--- src/hdl/atte_pkg.sv ---
// Shared types, sizes and byte codes for the ANSI text terminal engine.
// No dependencies.
package atte_pkg;

  localparam int MAX_COLS   = 128;
  localparam int MAX_ROWS   = 64;
  localparam int MAX_PARAMS = 8;

  localparam int COL_W  = $clog2(MAX_COLS + 1);
  localparam int COLI_W = $clog2(MAX_COLS);
  localparam int ROWI_W = $clog2(MAX_ROWS);
  localparam int ROW_W  = ROWI_W + 1;
  localparam int PIDX_W = $clog2(MAX_PARAMS);
  localparam int PCNT_W = $clog2(MAX_PARAMS + 1);
  localparam int ADDR_W = ROWI_W + COLI_W;

  localparam int CHAR_W      = 8;
  localparam int COLOR_W     = 8;
  localparam int LIN_W       = 14;
  localparam int RROW_W      = 6;
  localparam int RCOL_W      = 7;
  localparam int OROW_W      = 6;
  localparam int PARAM_W     = 16;
  localparam int CFG_IDX_W   = 2;
  localparam int CFG_DATA_W  = 8;
  localparam int CROWS_W     = 7;
  localparam int IN_TDATA_W  = 24;
  localparam int OUT_TDATA_W = 56;

  localparam logic [CFG_IDX_W-1:0] CFG_COLUMNS = 2'd0;
  localparam logic [CFG_IDX_W-1:0] CFG_ROWS    = 2'd1;

  localparam logic [COL_W-1:0]   COLUMNS_RST = 8'd80;
  localparam logic [CROWS_W-1:0] ROWS_RST    = 7'd25;

  localparam logic [CHAR_W-1:0]  BLANK_CHAR    = 8'h20;
  localparam logic [COLOR_W-1:0] DEFAULT_COLOR = 8'h0F;
  localparam logic [COLOR_W-1:0] BRIGHT_FG     = 8'h08;

  localparam logic [7:0] BYTE_ESC   = 8'h1B;
  localparam logic [7:0] BYTE_LF    = 8'h0A;
  localparam logic [7:0] BYTE_CR    = 8'h0D;
  localparam logic [7:0] BYTE_BS    = 8'h08;
  localparam logic [7:0] BYTE_TAB   = 8'h09;
  localparam logic [7:0] BYTE_CSI   = 8'h5B;
  localparam logic [7:0] BYTE_PRIV  = 8'h3F;
  localparam logic [7:0] BYTE_SEMI  = 8'h3B;
  localparam logic [7:0] BYTE_ZERO  = 8'h30;
  localparam logic [7:0] BYTE_NINE  = 8'h39;
  localparam logic [7:0] FIN_CUU    = 8'h41;
  localparam logic [7:0] FIN_CUD    = 8'h42;
  localparam logic [7:0] FIN_CUF    = 8'h43;
  localparam logic [7:0] FIN_CUB    = 8'h44;
  localparam logic [7:0] FIN_CUP    = 8'h48;
  localparam logic [7:0] FIN_HVP    = 8'h66;
  localparam logic [7:0] FIN_ED     = 8'h4A;
  localparam logic [7:0] FIN_EL     = 8'h4B;
  localparam logic [7:0] FIN_SGR    = 8'h6D;

  localparam logic [2:0] SGR_MAP [8] = '{3'd0, 3'd4, 3'd2, 3'd6, 3'd1, 3'd5, 3'd3, 3'd7};

  typedef enum logic [1:0] {PM_NORMAL, PM_ESC, PM_CSI} parse_mode_t;

  typedef enum logic [1:0] {ACT_DONE, ACT_PLAIN, ACT_FILL, ACT_SGR} act_t;

  typedef enum logic [3:0] {
    ST_CLEAR, ST_IDLE, ST_EXEC, ST_FILL, ST_SGR, ST_CHECK,
    ST_COPY_RD, ST_COPY_WR, ST_SFILL, ST_OUT
  } state_t;

  typedef struct packed {
    logic load;
    logic exec;
    logic rd;
    logic fill_step;
    logic sgr_step;
    logic scroll_start;
    logic copy_rd;
    logic copy_wr;
    logic out_load;
  } cmd_t;

  typedef struct packed {
    logic kind;
    act_t act;
    logic fill_last;
    logic sgr_last;
    logic need_scroll;
    logic copy_none;
    logic copy_last;
  } sts_t;

endpackage

--- src/hdl/atte_ctrl.sv ---
// Sequencer for the terminal engine: item handshake, command issue, result slot.
// Depends on atte_pkg.
module atte_ctrl (
  input  logic            clk,
  input  logic            rst_n,
  input  logic            in_valid,
  output logic            in_ready,
  output logic            out_valid,
  input  logic            out_ready,
  input  atte_pkg::sts_t  sts,
  output atte_pkg::cmd_t  cmd
);

  atte_pkg::state_t state_r, state_nxt;
  logic             out_valid_r, out_valid_nxt;

  always_comb begin
    state_nxt = state_r;
    unique case (state_r)
      atte_pkg::ST_CLEAR:   if (sts.fill_last) state_nxt = atte_pkg::ST_IDLE;
      atte_pkg::ST_IDLE:    if (in_valid) state_nxt = atte_pkg::ST_EXEC;
      atte_pkg::ST_EXEC: begin
        if (sts.kind) begin
          state_nxt = atte_pkg::ST_OUT;
        end else begin
          unique case (sts.act)
            atte_pkg::ACT_DONE:  state_nxt = atte_pkg::ST_OUT;
            atte_pkg::ACT_PLAIN: state_nxt = atte_pkg::ST_CHECK;
            atte_pkg::ACT_FILL:  state_nxt = atte_pkg::ST_FILL;
            atte_pkg::ACT_SGR:   state_nxt = atte_pkg::ST_SGR;
            default:             state_nxt = atte_pkg::ST_OUT;
          endcase
        end
      end
      atte_pkg::ST_FILL:    if (sts.fill_last) state_nxt = atte_pkg::ST_CHECK;
      atte_pkg::ST_SGR:     if (sts.sgr_last) state_nxt = atte_pkg::ST_CHECK;
      atte_pkg::ST_CHECK: begin
        if (!sts.need_scroll) state_nxt = atte_pkg::ST_OUT;
        else if (sts.copy_none) state_nxt = atte_pkg::ST_SFILL;
        else state_nxt = atte_pkg::ST_COPY_RD;
      end
      atte_pkg::ST_COPY_RD: state_nxt = atte_pkg::ST_COPY_WR;
      atte_pkg::ST_COPY_WR:
        state_nxt = sts.copy_last ? atte_pkg::ST_SFILL : atte_pkg::ST_COPY_RD;
      atte_pkg::ST_SFILL:   if (sts.fill_last) state_nxt = atte_pkg::ST_OUT;
      atte_pkg::ST_OUT:     if (!out_valid_r || out_ready) state_nxt = atte_pkg::ST_IDLE;
      default:              state_nxt = atte_pkg::ST_CLEAR;
    endcase
  end

  always_comb begin
    cmd = '0;
    unique case (state_r)
      atte_pkg::ST_CLEAR:   cmd.fill_step = 1'b1;
      atte_pkg::ST_IDLE:    cmd.load = in_valid;
      atte_pkg::ST_EXEC: begin
        cmd.rd   = sts.kind;
        cmd.exec = !sts.kind;
      end
      atte_pkg::ST_FILL:    cmd.fill_step = 1'b1;
      atte_pkg::ST_SGR:     cmd.sgr_step = 1'b1;
      atte_pkg::ST_CHECK:   cmd.scroll_start = sts.need_scroll;
      atte_pkg::ST_COPY_RD: cmd.copy_rd = 1'b1;
      atte_pkg::ST_COPY_WR: cmd.copy_wr = 1'b1;
      atte_pkg::ST_SFILL:   cmd.fill_step = 1'b1;
      atte_pkg::ST_OUT:     cmd.out_load = !out_valid_r || out_ready;
      default:              cmd = '0;
    endcase
  end

  always_comb begin
    out_valid_nxt = out_valid_r;
    if (cmd.out_load) out_valid_nxt = 1'b1;
    else if (out_ready) out_valid_nxt = 1'b0;
  end

  always_ff @(posedge clk) begin
    if (!rst_n) begin
      state_r     <= atte_pkg::ST_CLEAR;
      out_valid_r <= 1'b0;
    end else begin
      state_r     <= state_nxt;
      out_valid_r <= out_valid_nxt;
    end
  end

  assign in_ready  = (state_r == atte_pkg::ST_IDLE);
  assign out_valid = out_valid_r;

endmodule

--- config.mk ---
export PLATFORM = sky130hd
export DESIGN_NAME = atte_ctrl
export DESIGN_NICKNAME = d
export VERILOG_FILES = /design/src/hdl/atte_pkg.sv /design/src/hdl/atte_ctrl.sv
export SDC_FILE = /design/constraint.sdc
export NUM_CORES = 1
export LEC_CHECK = 0
export ABC_CLOCK_PERIOD_IN_PS = 4000
export BUFFER_PORTS_ARGS = -buffer_cell sky130_fd_sc_hd__buf_2
export CAP_MARGIN = 20
export CORE_AREA = 2 2 39 41
export DETAILED_ROUTE_END_ITERATION = 8
export DIE_AREA = 0 0 41 43
export PLACE_DENSITY = 0.65
export SLEW_MARGIN = 25
export SYNTH_ARGS = -nofsm -noshare
export SYNTH_HDL_FRONTEND = slang
export SYNTH_SLANG_ARGS = --single-unit
--- constraint.sdc ---
create_clock -name clk -period 4 [get_ports clk]
set_input_delay 0.2 -clock clk [delete_from_list [all_inputs] [get_ports clk]]
set_output_delay 0.2 -clock clk [all_outputs]
set_load 0.005 [all_outputs]
==> results_dict.tcl, run 1 <==
set metrics [dict create \
    run_status "finished, final reports clean" \
    vias_per_cell 5.47 \
    synthDistinctLibCells 32 \
    p_leak_nw 0.267 \
    wl_um 1330 \
    fin_util_pct 47.1 \
    area_growth_pct 22.6 \
    crit_chain "nand2_1 -> nor4b_1 -> buf_2" \
    p_total_mw 0.310 \
    slew_violations 0 \
    diodes 0 \
    place_congestion 0.740 \
    synthCells 71 \
    syn_area_per_cell_um2 7.49 \
    setup_tns_ns 0 \
    cp.required_ns 3.80 \
    overflow 0 \
    track_usage_pct 17.3 \
    fmax_mhz 568 \
    grt_start_max_net_pins 20 \
    die_height_um 43 \
    start_util_pct 38.4 \
    cts_tree "built" \
    clk-insertion-delay-late_ns 0.26 \
    row_count 14 \
    grt_first_pass_wirelength_um 2100 \
    fin_nets 104 \
    crit_type "flip-flop to primary output" \
    vdd_drop_max_mv 0.133 \
    synth_area_um2 532 \
    clkTransAtPathRegs_ns 0.05 \
    antenna_left 0 \
    ctsResizeCount 0 \
    root_buffer "clkbuf_4" \
    antenna_found_initial 0 \
    place_hpwl_um 952 \
    hold_violations 0 \
    final_cell_area_um2 652 \
    cp_top_family "flip-flops" \
    synth_seq_area_share_pct 18.8 \
    wl_per_cell_um 12.5 \
    cp_num_buf_inv 1 \
    layout_common_cells "buf_2 (22), nand2b_1 (10), nand2_1 (7), nor2_1 (6), dfxtp_1 (5)" \
    rsz0062_at_grt "no" \
    cts_buffers 3 \
    drt-initial-drc-count 13 \
    io_buffers 22 \
    dpl_cell_area_um2 626 \
    mappedNetlistNets 83 \
    synth_seq_cells 5 \
    hp-class "primary input to flip-flop" \
    skew_ns 0.00944 \
    grt_pass1_vias 524 \
    core_area_um2 1380 \
    power.density_nw_per_um2 475 \
    cts-hold-fix-buffers 0 \
    final_cells 107 \
    ctsHtreeMaxLevel 1 \
    ys.warnings.count 0 \
    worst_pin_slew_ns 0.523 \
    cts_sinks 5 \
    fp.dieW_um 41 \
    period_share_pct 44.0 \
    vias 585 \
    slew_headroom_pct 65.1 \
    finalSetupViolations 0 \
    dp_cells 103 \
    route.detailed.drc 0 \
    arrival_ns 1.56 \
    worst_setup_path_start_kind "flip-flop" \
    cap_violations 0 \
    dr.pass1.iters 4 \
    cpMaxStageDelayCell "dfxtp_1" \
    final_common_cell "buf_2" \
    slowest_delay_ns 0.64 \
    drive_gt1_share_pct 30.8 \
    end_kind "primary output" \
    min_period_ns 1.76 \
    ios 23 \
    clock_path_buffers 2 \
    crit_fanout 19 \
    die_area_um2 1760 \
    post-cts-setup-buffers 0 \
]
## registers in the layout, summed over array words and instances, names as in the netlist
register	count
state_r	4
out_valid	1
## path summary, 6_finish.rpt
path	cells after the start	start	slack (ns)	endpoint
max	3	state_r[2]	2.24	cmd[3]
min	2	rst_n	0.23	out_valid
min reg2reg	2	out_valid	0.56	out_valid
max reg2reg	4	state_r[2]	2.31	state_r[1]
## report_power, final
part	internal (mW)	total, mW	switching, mW	leakage, nW
logic	0.0771	0.144	0.0667	0.211
clock network	0.0380	0.0626	0.0246	0.0150
registers	0.0614	0.103	0.0417	0.0408
## cell families (layout without fill, tap and decap cells)
kind of cell | Yosys count | count (layout) | share of synthesized area (%)
buffers and inverters | 7 | 27 | 7.53
flip-flops | 5 | 5 | 18.8
multiplexers | 1 | 1 | 1.88
AO/OA/AOI/OAI | 19 | 19 | 26.4
AND/OR/NAND/NOR | 39 | 39 | 45.4
## layout make-up
| class | count | area, um2 |
|---|---|---|
| sequential | 5 | 100 |
| tap | 16 | 20.0 |
| clock buffer | 4 | 26.3 |
| inverter | 1 | 3.75 |
| multi-input combinational | 59 | 392 |
| fill | 139 | 732 |
| timing repair buffer | 22 | 110 |
## metrics by stage
step / worst slack, ns / hold slack [ns]
2_1_floorplan: 2.60 / 0.354
3_3_place_gp: 2.31 / 0.505
3_5_place_dp: 2.31 / 0.501
4_1_cts: 2.23 / 0.230
5_1_grt: 2.10 / 0.239
6_report: 2.24 / 0.233
## Yosys cell counts
cell type   n  area [um2]
nor2b_1     1        6.26
a221oi_1    1        8.76
nor3b_1     3        22.5
dfxtp_1     5         100
o21a_1      2        15.0
o221ai_1    1        8.76
buf_6       1        11.3
a21oi_1     4        20.0
mux2i_1     1        10.0
o2111a_1    1        11.3
o21ai_0     3        15.0
o211ai_1    1        7.51
and2_1      1        6.26
inv_1       1        3.75
clkbuf_1    2        7.51
o32ai_2     1        16.3
nand4bb_1   2        22.5
buf_4       1        7.51
o311ai_0    1        8.76
nand2b_1   10        62.6
nor4b_1     3        26.3
a31oi_1     1        6.26
nor2_1      6        22.5
nor3_1      1        5.00
nand2_1     7        26.3
or3_1       1        6.26
a21boi_0    3        22.5
and3b_1     1        8.76
or3_4       1        11.3
nor4_1      1        6.26
or3b_2      1        8.76
buf_2       2        10.0
## routing by layer
layer,vias up,global-route usage (%),wire length [um]
li1,301,-,-
met4,0,10.0,26
met3,4,1.57,95
met1,253,20.8,611
met2,27,28.1,600
met5,-,0,0
No activity file was read; power rests on OpenSTA's default activity.
==> run 2, diff against run 1 <==
--- a/config.mk
+++ b/config.mk
@@ -5,7 +5,7 @@
 export SDC_FILE = /design/constraint.sdc
 export NUM_CORES = 1
 export LEC_CHECK = 0
-export ABC_CLOCK_PERIOD_IN_PS = 4000
+export ABC_CLOCK_PERIOD_IN_PS = 1700
 export BUFFER_PORTS_ARGS = -buffer_cell sky130_fd_sc_hd__buf_2
 export CAP_MARGIN = 20
 export CORE_AREA = 2 2 39 41
==> constraint.sdc (replaced) <==
create_clock -name clk -period 1.7 [get_ports clk]
set_input_delay 0.085 -clock clk [delete_from_list [all_inputs] [get_ports clk]]
set_output_delay 0.085 -clock clk [all_outputs]
set_load 0.005 [all_outputs]
==> results_dict.tcl, run 2 (synthesis gave the netlist of run 1 again) <==
set metrics [dict create \
    final_common_cell "buf_2" \
    dp_slack_ns 0.149 \
    clock_path_buffers 2 \
    antenna_found_initial 0 \
    clkTransAtPathRegs_ns 0.04 \
    overflow 0 \
    min_period_ns 1.54 \
    hp-class "primary input to flip-flop" \
    fmax_mhz 648 \
    p_leak_nw 0.296 \
    vias_per_cell 5.34 \
    period_share_pct 90.7 \
    diodes 0 \
    slew_violations 0 \
    wl_per_cell_um 11.7 \
    arrival_ns 1.70 \
    end_kind "flip-flop" \
    ios 23 \
    cts_buffers 3 \
    worst_pin_slew_ns 0.313 \
    root_buffer "clkbuf_4" \
    slowest_delay_ns 0.50 \
    dr.pass1.iters 4 \
    clkPwrFrac_pct 18.0 \
    start_util_pct 38.4 \
    antenna_left 0 \
    finalSetupViolations 0 \
    drt-initial-drc-count 9 \
    track_usage_pct 17.0 \
    worst_setup_path_start_kind "flip-flop" \
    place_hpwl_um 1020 \
    cts-hold-fix-buffers 0 \
    cp_top_family "simple AND/OR/NAND/NOR gates" \
    skew_ns 0.000343 \
    cpMaxStageDelayCell "dfxtp_1" \
    post-cts-setup-buffers 0 \
    fillers 137 \
    regMostFlops "state_r" \
    drive_gt1_share_pct 36.5 \
    gr-usage-met3_pct 4.71 \
    cts_sinks 5 \
    power.density_nw_per_um2 1110 \
    core_area_um2 1380 \
    rsz0062_at_grt "no" \
    setup_tns_ns 0 \
    wl_um 1310 \
    run_status "finished, final reports clean" \
    grt_start_max_net_pins 14 \
    ctsResizeCount 0 \
    slew_headroom_pct 78.9 \
    io_buffers 22 \
    switchingPower_mw 0.316 \
    met2_usage_pct 25.9 \
    crit_fanout 10 \
    comb_power_share_pct 55.3 \
    cp_num_buf_inv 0 \
    ctsHtreeMaxLevel 1 \
    hold_ws_ns 0.130 \
    vdd_drop_max_mv 0.339 \
    fp.dieW_um 41 \
    busiest_layer "met2" \
    internal_power_mw 0.461 \
    hold_violations 0 \
    largest_reg_flops 4 \
    layout_common_cells "buf_2 (22), nand2b_1 (10), nand2_1 (7), nor2_1 (6), buf_4 (5)" \
    cp.required_ns 1.86 \
    swShare_pct 40.7 \
    clk-insertion-delay-late_ns 0.24 \
    grtUsageMet1_pct 22.0 \
    grt_first_pass_wirelength_um 2070 \
    setup_ws_ns 0.157 \
    grt_pass1_vias 510 \
    place_congestion 0.728 \
    die_height_um 43 \
    fin_nets 109 \
    cts_tree "built" \
    final_cells 112 \
    seqPwrFrac_pct 26.6 \
    row_count 14 \
    die_area_um2 1760 \
    vias 598 \
    crit_type "flip-flop to flip-flop" \
    cap_violations 0 \
    dp_cells 108 \
    crit_chain "nand4bb_1 -> nor2_1 -> or3_4 -> o32ai_2" \
    p_total_mw 0.777 \
    area_growth_pct 31.1 \
    route.detailed.drc 0 \
]
run 2: metal layers:
metal / part of all wire [%] / wire length (um) / vias up
li1: - / - / 309
met3: 6.9 / 90 / 2
met4: 1.2 / 16 / 0
met1: 46 / 608 / 265
met5: 0 / 0 / -
met2: 45 / 595 / 22
run 2: final cells by class:
cell class | count | area (um2) | area share, %
Clock buffer | 4 | 26.3 | 3.77
Inverter | 1 | 3.75 | 0.539
Multi-Input combinational cell | 59 | 398 | 57.1
Sequential cell | 5 | 101 | 14.5
Tap cell | 16 | 20.0 | 2.87
Timing Repair Buffer | 27 | 148 | 21.2
run 2: final timing paths:
kind         startpoint         end  slack (ns)  cells after the start
max          state_r[1]  state_r[1]        0.16                      4
min               rst_n   out_valid        0.13                      2
max reg2reg  state_r[1]  state_r[1]        0.16                      4
min reg2reg   out_valid   out_valid        0.56                      2
run 2: metrics by stage:
| stage | util (%) | cell area [um2] |
|---|---|---|
| 2_1_floorplan | - | 532 |
| 3_3_place_gp | 47.9 | 663 |
| 3_5_place_dp | 47.9 | 663 |
| 4_1_cts | 49.8 | 689 |
| 5_1_grt | 50.4 | 697 |
| 6_report | 50.4 | 697 |
run 2: power by group through the flow:
stage / Combinational (mW) / Sequential, mW / Clock (mW)
2_1_floorplan: 0.315 / 0.172 / 0
4_1_cts: 0.427 / 0.204 / 0.143
6_report: 0.430 / 0.207 / 0.140
3_3_place_gp: 0.423 / 0.207 / 0
3_5_place_dp: 0.426 / 0.206 / 0
5_1_grt: 0.479 / 0.216 / 0.153
run 2: worst register-to-register path: cells and delay by family (launching register included):
| kind | cells | cell delay [ns] |
|---|---|---|
| flops | 1 | 0.50 |
| compound gates | 1 | 0.25 |
| simple gates | 3 | 0.70 |
==> run 3, diff against run 2 <==
--- a/config.mk
+++ b/config.mk
@@ -5,13 +5,14 @@
 export SDC_FILE = /design/constraint.sdc
 export NUM_CORES = 1
 export LEC_CHECK = 0
+export ABC_AREA = 1
 export ABC_CLOCK_PERIOD_IN_PS = 1700
 export BUFFER_PORTS_ARGS = -buffer_cell sky130_fd_sc_hd__buf_2
 export CAP_MARGIN = 20
 export CORE_AREA = 2 2 39 41
 export DETAILED_ROUTE_END_ITERATION = 8
 export DIE_AREA = 0 0 41 43
-export PLACE_DENSITY = 0.65
+export PLACE_DENSITY = 0.67
 export SLEW_MARGIN = 25
 export SYNTH_ARGS = -nofsm -noshare
 export SYNTH_HDL_FRONTEND = slang
==> results_dict.tcl, run 3 <==
set metrics [dict create \
    run_status "finished, final reports clean" \
    slowest_delay_ns 0.38 \
    ys.warnings.count 0 \
    dr_wl_met3_um 123 \
    hp-class "primary input to flip-flop" \
    min_period_ns 1.41 \
    slew_violations 0 \
    cts_buffers 3 \
    grt_first_pass_wirelength_um 2260 \
    largest_reg_flops 4 \
    area_growth_pct 26.9 \
    dr.max_layer_used "met4" \
    post-cts-setup-buffers 0 \
    wl_per_cell_um 9.96 \
    final_cells 140 \
    synth_top_area_cell "dfxtp_1" \
    synth_area_um2 554 \
    crit_chain "inv_1 -> nor2_1 -> nand2_1 -> nor2_1 -> buf_2" \
    grt_pass1_vias 576 \
    ys.flop_type "dfxtp_1" \
    synth_seq_cells 5 \
    synth_edf_count 0 \
    drive_gt1_share_pct 34.7 \
    ctsHtreeMaxLevel 1 \
    clock_path_buffers 2 \
    die_height_um 43 \
    io_buffers 22 \
    cts-hold-fix-buffers 0 \
    grt_start_max_net_pins 6 \
    worst_setup_path_start_kind "flip-flop" \
    synth_seq_area_share_pct 18.1 \
    layout_common_cells "nor2_1 (24), nand2_1 (23), buf_2 (22), inv_1 (14), nand3_1 (6)" \
    p_leak_nw 0.394 \
    setup_tns_ns 0 \
    diodes 0 \
    final_common_cell "nor2_1" \
    wl_um 1400 \
    overflow 0 \
    slew_headroom_pct 83.0 \
    arrival_ns 1.33 \
    antenna_found_initial 0 \
    clkTransAtPathRegs_ns 0.05 \
    drt-initial-drc-count 34 \
    met1_length_um 566 \
    fp.dieW_um 41 \
    place_congestion 0.831 \
    syn_area_per_cell_um2 5.60 \
    core_area_um2 1380 \
    clk-insertion-delay-late_ns 0.25 \
    yosysMostFrequentCell "nor2_1" \
    synthTopCellsByCount "nor2_1 (24), nand2_1 (23), inv_1 (14), nand3_1 (6)" \
    ys_async_sr_fraction_pct 0 \
    synthCells 99 \
    fillers 153 \
    root_buffer "clkbuf_4" \
    worst_pin_slew_ns 0.254 \
    crit_fanout 4 \
    fin_nets 137 \
    place_hpwl_um 1160 \
    ios 23 \
    hold_violations 0 \
    crit_top_cell "nor2_1" \
    dr.pass1.iters 4 \
    synth_top_area_share_pct 18.1 \
    regMostFlops "state_r" \
    antenna_left 0 \
    ctsResizeCount 0 \
    met2_length_um 676 \
    vdd_drop_max_mv 0.547 \
    mappedNetlistNets 111 \
    power.density_nw_per_um2 1150 \
    synth_area_leaders "dfxtp_1 (18%), nor2_1 (16%), nand2_1 (16%), inv_1 (9.5%), nand2_4 (8.1%)" \
    crit_type "flip-flop to primary output" \
    cts_tree "built" \
    rsz0062_at_grt "no" \
    vias 680 \
    synthDistinctLibCells 17 \
    vias_per_cell 4.86 \
    period_share_pct 83.1 \
    cts_sinks 5 \
    row_count 14 \
    cap_violations 0 \
    finalSetupViolations 0 \
    cpMaxStageDelayCell "dfxtp_1" \
    route.detailed.drc 0 \
    fmax_mhz 708 \
    die_area_um2 1760 \
    track_usage_pct 19.3 \
    skew_ns 0.0109 \
    start_util_pct 40.1 \
    dp_cells 136 \
    cp.required_ns 1.62 \
    end_kind "primary output" \
]
-- run 3: cell count changes after synthesis, sizes merged, moves of 2 or more --
cell	previous run	this run
nor4b	3	0
buf	4	1
nand2	7	29
nand2b	10	0
or3	2	0
nor3b	3	0
nand4bb	2	0
nand3	0	8
a21boi	3	0
clkbuf	2	0
nor2	6	30
inv	1	17
nand4	0	2
o21a	2	0
-- run 3: final timing paths --
path / depth (start not counted) / slack, ns / to / from
worst min register to register: 2 / 0.52 / state_r[3] / state_r[3]
worst min-delay path: 3 / 0.11 / state_r[1] / rst_n
worst max-delay path: 5 / 0.29 / cmd[0] / state_r[3]
worst max register to register: 8 / 0.40 / state_r[0] / state_r[3]
-- run 3: kinds of logic (layout without fill, tap and decap cells) --
| group | Yosys count | after routing | synth area share, % |
|---|---|---|---|
| flops | 5 | 5 | 18.1 |
| simple gates | 70 | 70 | 63.7 |
| compound gates | 6 | 6 | 5.42 |
| buf+inv | 18 | 43 | 12.9 |
-- run 3: worst max-delay path: cells and delay by family (launching register included) --
family / cells / cell delay (ns)
AND/OR/NAND/NOR: 3 / 0.48
flip-flops: 1 / 0.38
buffers and inverters: 2 / 0.23
-- run 3: final cells by class --
class | count | area [um2] | share of cell area [%]
Tap cell | 16 | 20.0 | 2.85
Inverter | 17 | 63.8 | 9.07
Multi-Input combinational cell | 76 | 383 | 54.4
Sequential cell | 5 | 100 | 14.2
Clock buffer | 4 | 26.3 | 3.74
Timing Repair Buffer | 22 | 110 | 15.7
-- run 3: where the power goes --
| part | internal [mW] | leakage (nW) | switching (mW) |
|---|---|---|---|
| Clock | 0.0891 | 0.0150 | 0.0533 |
| Sequential | 0.142 | 0.0407 | 0.0329 |
| Combinational | 0.185 | 0.338 | 0.308 |
| Total | 0.416 | 0.394 | 0.394 |
-- run 3: metal layers --
metal	up-vias	global-route usage [%]
li1	352	-
met1	294	23.9
met2	30	28.7
met3	4	3.66
met4	0	12.7
met5	-	0
-- run 3: stage by stage --
step                      setup WS, ns  power [mW]  cell area [um2]  util, %  hold slack [ns]
after detailed placement         0.449       0.666              677     48.9            0.367
after CTS                        0.302       0.815              703     50.8           0.0987
after floorplan                  0.616       0.538              554        -            0.201
final                            0.287       0.810              703     50.8            0.105
after global placement           0.462       0.667              677     48.9            0.368
after global routing             0.185       0.888              703     50.8            0.132
